## src/sv/dxtdec_pkg.sv

```systemverilog
// Shared types, constants and arithmetic helpers for the DXT1/DXT5 block decoder.
// No dependencies; imported by every decoder module and the checker.
`default_nettype none
package dxtdec_pkg;

  localparam int IN_TDATA_W  = 152;
  localparam int OUT_TDATA_W = 160;
  localparam int CFG_IDX_W   = 2;
  localparam int CFG_DATA_W  = 13;

  localparam logic [CFG_IDX_W-1:0] CFG_FORMAT = 2'd0;
  localparam logic [CFG_IDX_W-1:0] CFG_WIDTH  = 2'd1;
  localparam logic [CFG_IDX_W-1:0] CFG_HEIGHT = 2'd2;

  localparam logic [12:0] DIM_RESET = 13'd4096;

  typedef struct packed {
    logic [63:0] high;
    logic [63:0] low;
    logic [9:0]  row;
    logic [9:0]  col;
  } dxtdec_in_t;

  typedef struct packed {
    logic        dxt5;
    logic [12:0] width;
    logic [12:0] height;
  } dxtdec_cfg_t;

  typedef struct packed {
    logic        four_mode;
    logic        dxt5;
    logic        a_eight;
    logic [7:0]  a0;
    logic [7:0]  a1;
    logic [7:0]  r0;
    logic [7:0]  g0;
    logic [7:0]  b0;
    logic [7:0]  r1;
    logic [7:0]  g1;
    logic [7:0]  b1;
    logic [31:0] codes;
    logic [47:0] acodes;
    logic [11:0] x0;
    logic [11:0] y0;
    logic [3:0]  col_ok;
    logic [3:0]  row_ok;
  } dxtdec_endp_t;

  typedef struct packed {
    logic [3:0][23:0] pal;
    logic [7:0][7:0]  alpha;
    logic [31:0]      codes;
    logic [47:0]      acodes;
    logic [11:0]      x0;
    logic [11:0]      y0;
    logic [3:0]       col_ok;
    logic [3:0]       row_ok;
  } dxtdec_pal_t;

  typedef struct packed {
    logic             last;
    logic [3:0]       mask;
    logic [3:0][31:0] pix;
    logic [11:0]      y;
    logic [11:0]      x;
  } dxtdec_row_t;

  // t = v*255+16, (t/32 + t)/32
  function automatic logic [7:0] expand5(input logic [4:0] v);
    logic [12:0] t;
    logic [13:0] s;
    t = 13'(v) * 13'd255 + 13'd16;
    s = 14'(t >> 5) + 14'(t);
    return s[12:5];
  endfunction

  // t = v*255+32, (t/64 + t)/64
  function automatic logic [7:0] expand6(input logic [5:0] v);
    logic [13:0] t;
    logic [13:0] s;
    t = 14'(v) * 14'd255 + 14'd32;
    s = (t >> 6) + t;
    return s[13:6];
  endfunction

  // exact for n < 768
  function automatic logic [7:0] div3(input logic [9:0] n);
    logic [20:0] p;
    p = 21'(n) * 21'd683;
    return p[18:11];
  endfunction

  // exact for n < 1792
  function automatic logic [7:0] div7(input logic [10:0] n);
    logic [24:0] p;
    p = 25'(n) * 25'd2341;
    return p[21:14];
  endfunction

  // exact for n < 1280
  function automatic logic [7:0] div5(input logic [10:0] n);
    logic [24:0] p;
    p = 25'(n) * 25'd3277;
    return p[21:14];
  endfunction

endpackage
`default_nettype wire

```

## src/sv/dxtdec_endpoints.sv

```systemverilog
// Stage 1: splits the block, expands RGB565 endpoints, precomputes edge masks.
// Depends on dxtdec_pkg.
`default_nettype none
module dxtdec_endpoints import dxtdec_pkg::*; (
  input  wire logic         clk_i,
  input  wire logic         rst_ni,
  input  wire dxtdec_cfg_t  cfg_i,
  input  wire logic         valid_i,
  output logic              ready_o,
  input  wire dxtdec_in_t   data_i,
  output logic              valid_o,
  input  wire logic         ready_i,
  output dxtdec_endp_t      data_o
);

  logic         valid_q;
  dxtdec_endp_t data_q, data_d;

  logic [63:0] colour;
  logic [15:0] c0, c1;

  always_comb begin
    colour = cfg_i.dxt5 ? data_i.high : data_i.low;
    c0 = colour[15:0];
    c1 = colour[31:16];
    data_d.dxt5      = cfg_i.dxt5;
    data_d.four_mode = cfg_i.dxt5 || (c0 > c1);
    data_d.a0        = data_i.low[7:0];
    data_d.a1        = data_i.low[15:8];
    data_d.a_eight   = data_i.low[7:0] > data_i.low[15:8];
    data_d.r0        = expand5(c0[15:11]);
    data_d.g0        = expand6(c0[10:5]);
    data_d.b0        = expand5(c0[4:0]);
    data_d.r1        = expand5(c1[15:11]);
    data_d.g1        = expand6(c1[10:5]);
    data_d.b1        = expand5(c1[4:0]);
    data_d.codes     = colour[63:32];
    data_d.acodes    = data_i.low[63:16];
    data_d.x0        = {data_i.col, 2'b00};
    data_d.y0        = {data_i.row, 2'b00};
    for (int i = 0; i < 4; i++) begin
      data_d.col_ok[i] = ({1'b0, data_d.x0} + 13'(i)) < cfg_i.width;
      data_d.row_ok[i] = ({1'b0, data_d.y0} + 13'(i)) < cfg_i.height;
    end
  end

  assign ready_o = !valid_q || ready_i;

  always_ff @(posedge clk_i or negedge rst_ni) begin
    if (!rst_ni) begin
      valid_q <= 1'b0;
    end else if (ready_o) begin
      valid_q <= valid_i;
    end
  end

  always_ff @(posedge clk_i) begin
    if (valid_i && ready_o) begin
      data_q <= data_d;
    end
  end

  assign valid_o = valid_q;
  assign data_o  = data_q;

endmodule
`default_nettype wire

```

## src/sv/dxtdec_palette.sv

```systemverilog
// Stage 2: builds the four-entry colour palette and the eight-entry alpha table.
// Depends on dxtdec_pkg.
`default_nettype none
module dxtdec_palette import dxtdec_pkg::*; (
  input  wire logic          clk_i,
  input  wire logic          rst_ni,
  input  wire logic          valid_i,
  output logic               ready_o,
  input  wire dxtdec_endp_t  data_i,
  output logic               valid_o,
  input  wire logic          ready_i,
  output dxtdec_pal_t        data_o
);

  logic        valid_q;
  dxtdec_pal_t data_q, data_d;

  logic [7:0][7:0] al8, al6;
  logic [7:0]      r2, g2, b2, r3, g3, b3;

  always_comb begin
    logic [10:0] num8;
    logic [10:0] num6;
    al8 = '0;
    al6 = '0;
    for (int k = 2; k < 8; k++) begin
      num8 = 11'(8 - k) * 11'(data_i.a0) + 11'(k - 1) * 11'(data_i.a1);
      al8[k] = div7(num8);
    end
    for (int k = 2; k < 6; k++) begin
      num6 = 11'(6 - k) * 11'(data_i.a0) + 11'(k - 1) * 11'(data_i.a1);
      al6[k] = div5(num6);
    end
    al8[0] = data_i.a0;
    al8[1] = data_i.a1;
    al6[0] = data_i.a0;
    al6[1] = data_i.a1;
    al6[6] = 8'd0;
    al6[7] = 8'd255;

    if (data_i.four_mode) begin
      r2 = div3(10'(data_i.r0) + 10'(data_i.r0) + 10'(data_i.r1));
      g2 = div3(10'(data_i.g0) + 10'(data_i.g0) + 10'(data_i.g1));
      b2 = div3(10'(data_i.b0) + 10'(data_i.b0) + 10'(data_i.b1));
      r3 = div3(10'(data_i.r0) + 10'(data_i.r1) + 10'(data_i.r1));
      g3 = div3(10'(data_i.g0) + 10'(data_i.g1) + 10'(data_i.g1));
      b3 = div3(10'(data_i.b0) + 10'(data_i.b1) + 10'(data_i.b1));
    end else begin
      r2 = 8'((9'(data_i.r0) + 9'(data_i.r1)) >> 1);
      g2 = 8'((9'(data_i.g0) + 9'(data_i.g1)) >> 1);
      b2 = 8'((9'(data_i.b0) + 9'(data_i.b1)) >> 1);
      r3 = 8'd0;
      g3 = 8'd0;
      b3 = 8'd0;
    end

    data_d.pal[0] = {data_i.r0, data_i.g0, data_i.b0};
    data_d.pal[1] = {data_i.r1, data_i.g1, data_i.b1};
    data_d.pal[2] = {r2, g2, b2};
    data_d.pal[3] = {r3, g3, b3};
    if (!data_i.dxt5) begin
      data_d.alpha = {8{8'd255}};
    end else if (data_i.a_eight) begin
      data_d.alpha = al8;
    end else begin
      data_d.alpha = al6;
    end
    data_d.codes  = data_i.codes;
    data_d.acodes = data_i.acodes;
    data_d.x0     = data_i.x0;
    data_d.y0     = data_i.y0;
    data_d.col_ok = data_i.col_ok;
    data_d.row_ok = data_i.row_ok;
  end

  assign ready_o = !valid_q || ready_i;

  always_ff @(posedge clk_i or negedge rst_ni) begin
    if (!rst_ni) begin
      valid_q <= 1'b0;
    end else if (ready_o) begin
      valid_q <= valid_i;
    end
  end

  always_ff @(posedge clk_i) begin
    if (valid_i && ready_o) begin
      data_q <= data_d;
    end
  end

  assign valid_o = valid_q;
  assign data_o  = data_q;

endmodule
`default_nettype wire

```

## src/sv/dxtdec_rows.sv

```systemverilog
// Stage 3: holds one decoded block and emits its four pixel rows into an output register.
// Depends on dxtdec_pkg.
`default_nettype none
module dxtdec_rows import dxtdec_pkg::*; (
  input  wire logic         clk_i,
  input  wire logic         rst_ni,
  input  wire logic         valid_i,
  output logic              ready_o,
  input  wire dxtdec_pal_t  data_i,
  output logic              valid_o,
  input  wire logic         ready_i,
  output dxtdec_row_t       data_o
);

  logic        blk_valid_q;
  dxtdec_pal_t blk_q;
  logic [1:0]  cnt_q;
  logic        out_valid_q;
  dxtdec_row_t out_q, row_d;

  logic        load, done, take;
  logic [7:0]  row_codes;
  logic [11:0] row_acodes;

  assign load    = blk_valid_q && (!out_valid_q || ready_i);
  assign done    = load && (cnt_q == 2'd3);
  assign ready_o = !blk_valid_q || done;
  assign take    = valid_i && ready_o;

  always_comb begin
    logic [1:0] idx;
    logic [2:0] acode;
    row_codes  = blk_q.codes[{cnt_q, 3'b000} +: 8];
    row_acodes = blk_q.acodes[6'(cnt_q) * 6'd12 +: 12];
    for (int i = 0; i < 4; i++) begin
      idx   = row_codes[2*i +: 2];
      acode = row_acodes[3*i +: 3];
      row_d.pix[i] = {blk_q.alpha[acode], blk_q.pal[idx]};
    end
    row_d.x    = blk_q.x0;
    row_d.y    = blk_q.y0 + 12'(cnt_q);
    row_d.mask = blk_q.col_ok & {4{blk_q.row_ok[cnt_q]}};
    row_d.last = (cnt_q == 2'd3);
  end

  always_ff @(posedge clk_i or negedge rst_ni) begin
    if (!rst_ni) begin
      blk_valid_q <= 1'b0;
      cnt_q       <= 2'd0;
      out_valid_q <= 1'b0;
    end else begin
      if (take) begin
        blk_valid_q <= 1'b1;
      end else if (done) begin
        blk_valid_q <= 1'b0;
      end
      if (load) begin
        cnt_q <= cnt_q + 2'd1;
      end
      if (load) begin
        out_valid_q <= 1'b1;
      end else if (ready_i) begin
        out_valid_q <= 1'b0;
      end
    end
  end

  always_ff @(posedge clk_i) begin
    if (take) begin
      blk_q <= data_i;
    end
    if (load) begin
      out_q <= row_d;
    end
  end

  assign valid_o = out_valid_q;
  assign data_o  = out_q;

endmodule
`default_nettype wire

```

## src/sv/dxt1_dxt5_block_decoder.sv

```systemverilog
// DXT1/DXT5 block decoder: one compressed 4x4 block in, four pixel rows out.
// Throughput: one row per cycle unless stalled by m_axis_tready; the row emitter takes
// a new block as it loads the last row. Three register stages plus the output register;
// stages 1 and 2 take a block every cycle unless stalled from downstream.
// Reset: format DXT1, width and height 4096, all stages empty; no clearing pass.
// Depends on dxtdec_pkg, dxtdec_endpoints, dxtdec_palette, dxtdec_rows.
`default_nettype none
module dxt1_dxt5_block_decoder import dxtdec_pkg::*; #(
  parameter int MAX_DIM = 4096
) (
  input  wire logic                   clk_i,
  input  wire logic                   rst_ni,
  input  wire logic                   s_axis_tvalid,
  output logic                        s_axis_tready,
  // block_col[9:0], block_row[19:10], block_low[83:20], block_high[147:84], zero pad
  input  wire logic [IN_TDATA_W-1:0]  s_axis_tdata,
  output logic                        m_axis_tvalid,
  input  wire logic                   m_axis_tready,
  // row_x[11:0], row_y[23:12], pixel_a..pixel_d[151:24], write_mask[155:152], zero pad
  output logic [OUT_TDATA_W-1:0]      m_axis_tdata,
  output logic                        m_axis_tlast,
  input  wire logic                   cfg_valid_i,
  output logic                        cfg_ready_o,
  input  wire logic [CFG_IDX_W-1:0]   cfg_index_i,
  input  wire logic [CFG_DATA_W-1:0]  cfg_data_i
);

  localparam int DimW = $clog2(MAX_DIM + 1);
  localparam int CmpW = (DimW > 13) ? DimW : 13;
  localparam logic [CmpW-1:0] DimMax = CmpW'(MAX_DIM);

  logic        format_q;
  logic [12:0] width_q, height_q;
  logic [CmpW-1:0] w_ext, h_ext, w_sat, h_sat;
  dxtdec_cfg_t cfg;

  assign cfg_ready_o = 1'b1;

  always_ff @(posedge clk_i or negedge rst_ni) begin
    if (!rst_ni) begin
      format_q <= 1'b0;
      width_q  <= DIM_RESET;
      height_q <= DIM_RESET;
    end else if (cfg_valid_i && cfg_ready_o) begin
      case (cfg_index_i)
        CFG_FORMAT: format_q <= cfg_data_i[0];
        CFG_WIDTH:  width_q  <= cfg_data_i;
        CFG_HEIGHT: height_q <= cfg_data_i;
        default: ;
      endcase
    end
  end

  assign w_ext = CmpW'(width_q);
  assign h_ext = CmpW'(height_q);
  assign w_sat = (w_ext > DimMax) ? DimMax : w_ext;
  assign h_sat = (h_ext > DimMax) ? DimMax : h_ext;

  assign cfg.dxt5   = format_q;
  assign cfg.width  = w_sat[12:0];
  assign cfg.height = h_sat[12:0];

  dxtdec_in_t   in_item;
  logic         e_valid, e_ready, p_valid, p_ready;
  dxtdec_endp_t e_data;
  dxtdec_pal_t  p_data;
  dxtdec_row_t  row;

  assign in_item = dxtdec_in_t'(s_axis_tdata[$bits(dxtdec_in_t)-1:0]);

  dxtdec_endpoints u_endpoints (
    .clk_i   (clk_i),
    .rst_ni  (rst_ni),
    .cfg_i   (cfg),
    .valid_i (s_axis_tvalid),
    .ready_o (s_axis_tready),
    .data_i  (in_item),
    .valid_o (e_valid),
    .ready_i (e_ready),
    .data_o  (e_data)
  );

  dxtdec_palette u_palette (
    .clk_i   (clk_i),
    .rst_ni  (rst_ni),
    .valid_i (e_valid),
    .ready_o (e_ready),
    .data_i  (e_data),
    .valid_o (p_valid),
    .ready_i (p_ready),
    .data_o  (p_data)
  );

  dxtdec_rows u_rows (
    .clk_i   (clk_i),
    .rst_ni  (rst_ni),
    .valid_i (p_valid),
    .ready_o (p_ready),
    .data_i  (p_data),
    .valid_o (m_axis_tvalid),
    .ready_i (m_axis_tready),
    .data_o  (row)
  );

  assign m_axis_tdata = {4'b0000, row.mask, row.pix, row.y, row.x};
  assign m_axis_tlast = row.last;

endmodule
`default_nettype wire

```

## config.mk

```make
export PLATFORM = sky130hd
export DESIGN_NAME = dxt1_dxt5_block_decoder
export DESIGN_NICKNAME = d
export VERILOG_FILES = /design/src/sv/dxtdec_pkg.sv /design/src/sv/dxtdec_endpoints.sv /design/src/sv/dxtdec_palette.sv /design/src/sv/dxtdec_rows.sv /design/src/sv/dxt1_dxt5_block_decoder.sv
export SDC_FILE = /design/constraint.sdc
export NUM_CORES = 2
export LEC_CHECK = 0
export BUFFER_PORTS_ARGS = -buffer_cell sky130_fd_sc_hd__buf_2
export CAP_MARGIN = 20
export CORE_ASPECT_RATIO = 1.75
export CORE_MARGIN = 5
export CORE_UTILIZATION = 25
export CTS_BUF_LIST = sky130_fd_sc_hd__clkbuf_8
export DETAILED_ROUTE_END_ITERATION = 12
export HOLD_SLACK_MARGIN = 0.02
export PLACE_DENSITY = 0.37
export SYNTH_ARGS = -nofsm -noshare
export SYNTH_HDL_FRONTEND = slang
export SYNTH_SLANG_ARGS = --single-unit
```

## constraint.sdc

```tcl
create_clock -name clk_i -period 19.4 [get_ports clk_i]
set_clock_uncertainty 0.1 [all_clocks]
set_input_delay 1.94 -clock clk_i [delete_from_list [all_inputs] [get_ports clk_i]]
set_output_delay 1.94 -clock clk_i [all_outputs]
set_load 0.01 [all_outputs]
```

==> impl_metrics.py <==
metrics = {
    "setup_path": {
        "path_delay_family": "adder cells",
        "slowest_delay_ns": 0.95,
        "critPathKind": "reg -> reg",
        "cp_max_fo": 11,
        "slowest_stage": "edfxtp_1",
        "crit_required_ns": 19.99,
        "cp-end-kind": "flip-flop",
        "path_buf_inv": 2,
        "crit_arrival_ns": 9.83,
        "cp-start-kind": "flip-flop",
    },
    "finish": {
        "postLayoutCellArea_um2": 83680,
        "ff_latch_area_um2": 26840,
        "mostFrequentLayoutCell": "ha_1",
        "final_cells": 10240,
        "mostFrequentLayoutCells": "ha_1, inv_1, edfxtp_1",
        "multiInputGateArea_um2": 43490,
        "drive_gt1_frac": 0.1444,
        "syn_to_final_growth_pct": 13.21,
        "fillers": 30340,
        "layout.nets": 8264,
    },
    "job": {
        "drv_cap": 0,
    },
    "sta": {
        "slew-limit-headroom": 0.2271,
        "final.setup.tns_ns": 0,
        "timing.hold.ws_ns": 0.2850,
        "hold_violations": 0,
        "setup-violations-final": 0,
        "fin_crit_sh": 0.4767,
        "rsz0062_at_grt": "no",
        "fmax_mhz": 108.1,
        "slew_violations": 0,
        "worst_pin_slew_ns": 1.127,
        "finalCriticalPeriod_ns": 9.248,
    },
    "logic_synthesis": {
        "ys.warnings.count": 0,
        "syn_inst": 5771,
        "synth_seq_cells": 899,
        "ys_types": 85,
        "ys_seq_area_frac": 0.3630,
        "synth-main-ff-cell": "edfxtp_1",
        "avgSynthCellArea_um2": 12.81,
        "synth_edf_count": 866,
        "async_flop_share": 0.03671,
        "syn-cell-area_um2": 73910,
    },
    "clock_network": {
        "cts_buffers": 165,
        "cts_resized": 0,
        "clock_sinks": 899,
        "clock_latency_ns": 0.88,
        "cts_max_level": 4,
        "cts.reportedPaths.clkPinSlew_ns": 0.07,
        "holdBufCountCts": 0,
        "cts_root_buf": "clkbuf_8",
        "tritoncts": "built",
        "post_cts_buffers": 0,
        "cts_max_path_buffers": 4,
    },
    "run_status": {
        "outcome": "complete, no violations",
    },
    "die": {
        "rows": 264,
        "die-area_um2": 307100,
        "start_util": 0.2506,
        "die_h_um": 729.3,
        "die_width_um": 421.0,
        "core_um2": 295000,
        "io_pins": 336,
    },
    "global_routing": {
        "grt_overflow": 0,
        "antenna_found_initial": 47,
        "grt_pass1_vias": 50395,
        "grt_pass1_wl_um": 330900,
        "gr-usage-all-layers": 0.1467,
        "grt_start_max_net_pins": 133,
    },
    "route": {
        "drc": 0,
        "dr.first_iter.drc_count": 1818,
        "route.vias.total": 45604,
        "viasPerCell": 4.454,
        "wirelength_um": 227200,
        "wl_met2_um": 123400,
        "ant_nets": 0,
        "top_layer": "met5",
        "wl_met1_um": 83640,
        "wl_met3_um": 9851,
        "first_pass_iters": 5,
        "routedWlPerCell_um": 22.19,
    },
    "placed_design": {
        "place_congestion": 0.7822,
        "placed_area_um2": 80480,
        "io_buffers": 324,
        "hpwl_um": 188100,
        "placedCellCount": 9934,
    },
    "worst_hold_path": {
        "min_path_type": "reg -> reg",
    },
}
final cells by class:
cell class,instances,share of cell area
clock buffer,168,0.02763
inverter,864,0.03882
timing repair buffer,386,0.02552
antenna,25,0.0007476
clock inverter,108,0.009091
tap,3857,0.05767
sequential,899,0.3207
multi-input combinational,3933,0.5198
cells by family after synthesis:
logic type,after synthesis,share of synthesized area
buffers and inverters,944,0.04897
muxes,310,0.07450
DFF,899,0.3630
and+or+nand+nor,671,0.04478
other,2,0.0001016
AOI/OAI and AO/OA,718,0.06352
xor gates and xnor gates,384,0.04588
adders and majority gates,1843,0.3592
metal layers:
layer  vias to the layer above  track usage
met5                         -            0
met4                         6      0.05974
met3                       346      0.02410
met2                       908       0.2851
met1                     22675       0.1559
li1                      21669            -
through the flow:
stage	setup slack, ns	utilization
after floorplan	4.462	-
after global placement	9.915	0.2728
after detailed placement	9.932	0.2728
after CTS	9.876	0.2833
after global routing	9.637	0.2836
final	10.15	0.2837
final timing paths:
path                       cells past startpoint                             endpoint  slack [ns]                               from
min                                            0       u_palette.data_o[77]$_DFFE_PP_        0.29   u_endpoints.data_o[77]$_DFFE_PP_
max                                           26  u_palette.data_o[151]$_SDFFCE_PN1P_       10.15  u_endpoints.data_o[163]$_DFFE_PP_
max reg2reg                                   26  u_palette.data_o[151]$_SDFFCE_PN1P_       10.15  u_endpoints.data_o[163]$_DFFE_PP_
max in group asynchronous                      1                 format_q$_DFFE_PN0P_       17.52                             rst_ni
min reg2reg                                    0       u_palette.data_o[77]$_DFFE_PP_        0.29   u_endpoints.data_o[77]$_DFFE_PP_
min in group asynchronous                      1                 h_ext[8]$_DFFE_PN0P_        1.05                             rst_ni
cells in the mapped netlist, types with 8 or more instances:
| master | instances | area, um^2 |
|---|---|---|
| a211o_1 | 8 | 70.07 |
| a211oi_1 | 17 | 127.6 |
| a21boi_0 | 8 | 60.06 |
| a21o_1 | 94 | 705.7 |
| a21oi_1 | 220 | 1101 |
| a31oi_1 | 21 | 131.4 |
| and2_1 | 29 | 181.4 |
| and3_1 | 25 | 156.4 |
| buf_1 | 11 | 41.29 |
| buf_2 | 28 | 140.1 |
| buf_4 | 9 | 67.56 |
| clkbuf_1 | 31 | 116.4 |
| dfrtp_1 | 31 | 775.7 |
| edfxtp_1 | 866 | 26000 |
| fa_1 | 465 | 9309 |
| ha_1 | 1378 | 17240 |
| inv_1 | 864 | 3243 |
| mux2_2 | 103 | 1160 |
| mux2i_1 | 24 | 240.2 |
| mux4_2 | 181 | 4076 |
| nand2_1 | 160 | 600.6 |
| nand2b_1 | 43 | 269.0 |
| nand3_1 | 46 | 230.2 |
| nand3b_1 | 8 | 60.06 |
| nand4_1 | 21 | 131.4 |
| nor2_1 | 165 | 619.3 |
| nor2b_1 | 52 | 325.3 |
| nor3_1 | 65 | 325.3 |
| nor3b_1 | 9 | 67.56 |
| o211ai_1 | 31 | 232.7 |
| o21a_1 | 43 | 322.8 |
| o21ai_0 | 122 | 610.6 |
| o21bai_1 | 51 | 382.9 |
| o221ai_1 | 9 | 78.83 |
| o31a_1 | 9 | 78.83 |
| o31ai_1 | 10 | 75.07 |
| or2_2 | 12 | 75.07 |
| or3_1 | 19 | 118.9 |
| xnor2_1 | 258 | 2260 |
| xor2_1 | 124 | 1086 |
flip-flops by register name, summed over array words and instances, names as in the netlist:
signal               count
u_palette.data_o       268
u_rows.blk_q           268
u_endpoints.data_o     175
u_rows.data_o          155
h_ext                   13
w_ext                   13
u_rows.cnt_q             2
format_q                 1
u_endpoints.valid_o      1
u_palette.valid_o        1
u_rows.blk_valid_q       1
u_rows.valid_o           1
Power is left out: the tool's default activity adds up to more than one toggle a clock period on the data nets, which glitch-free logic cannot reach.
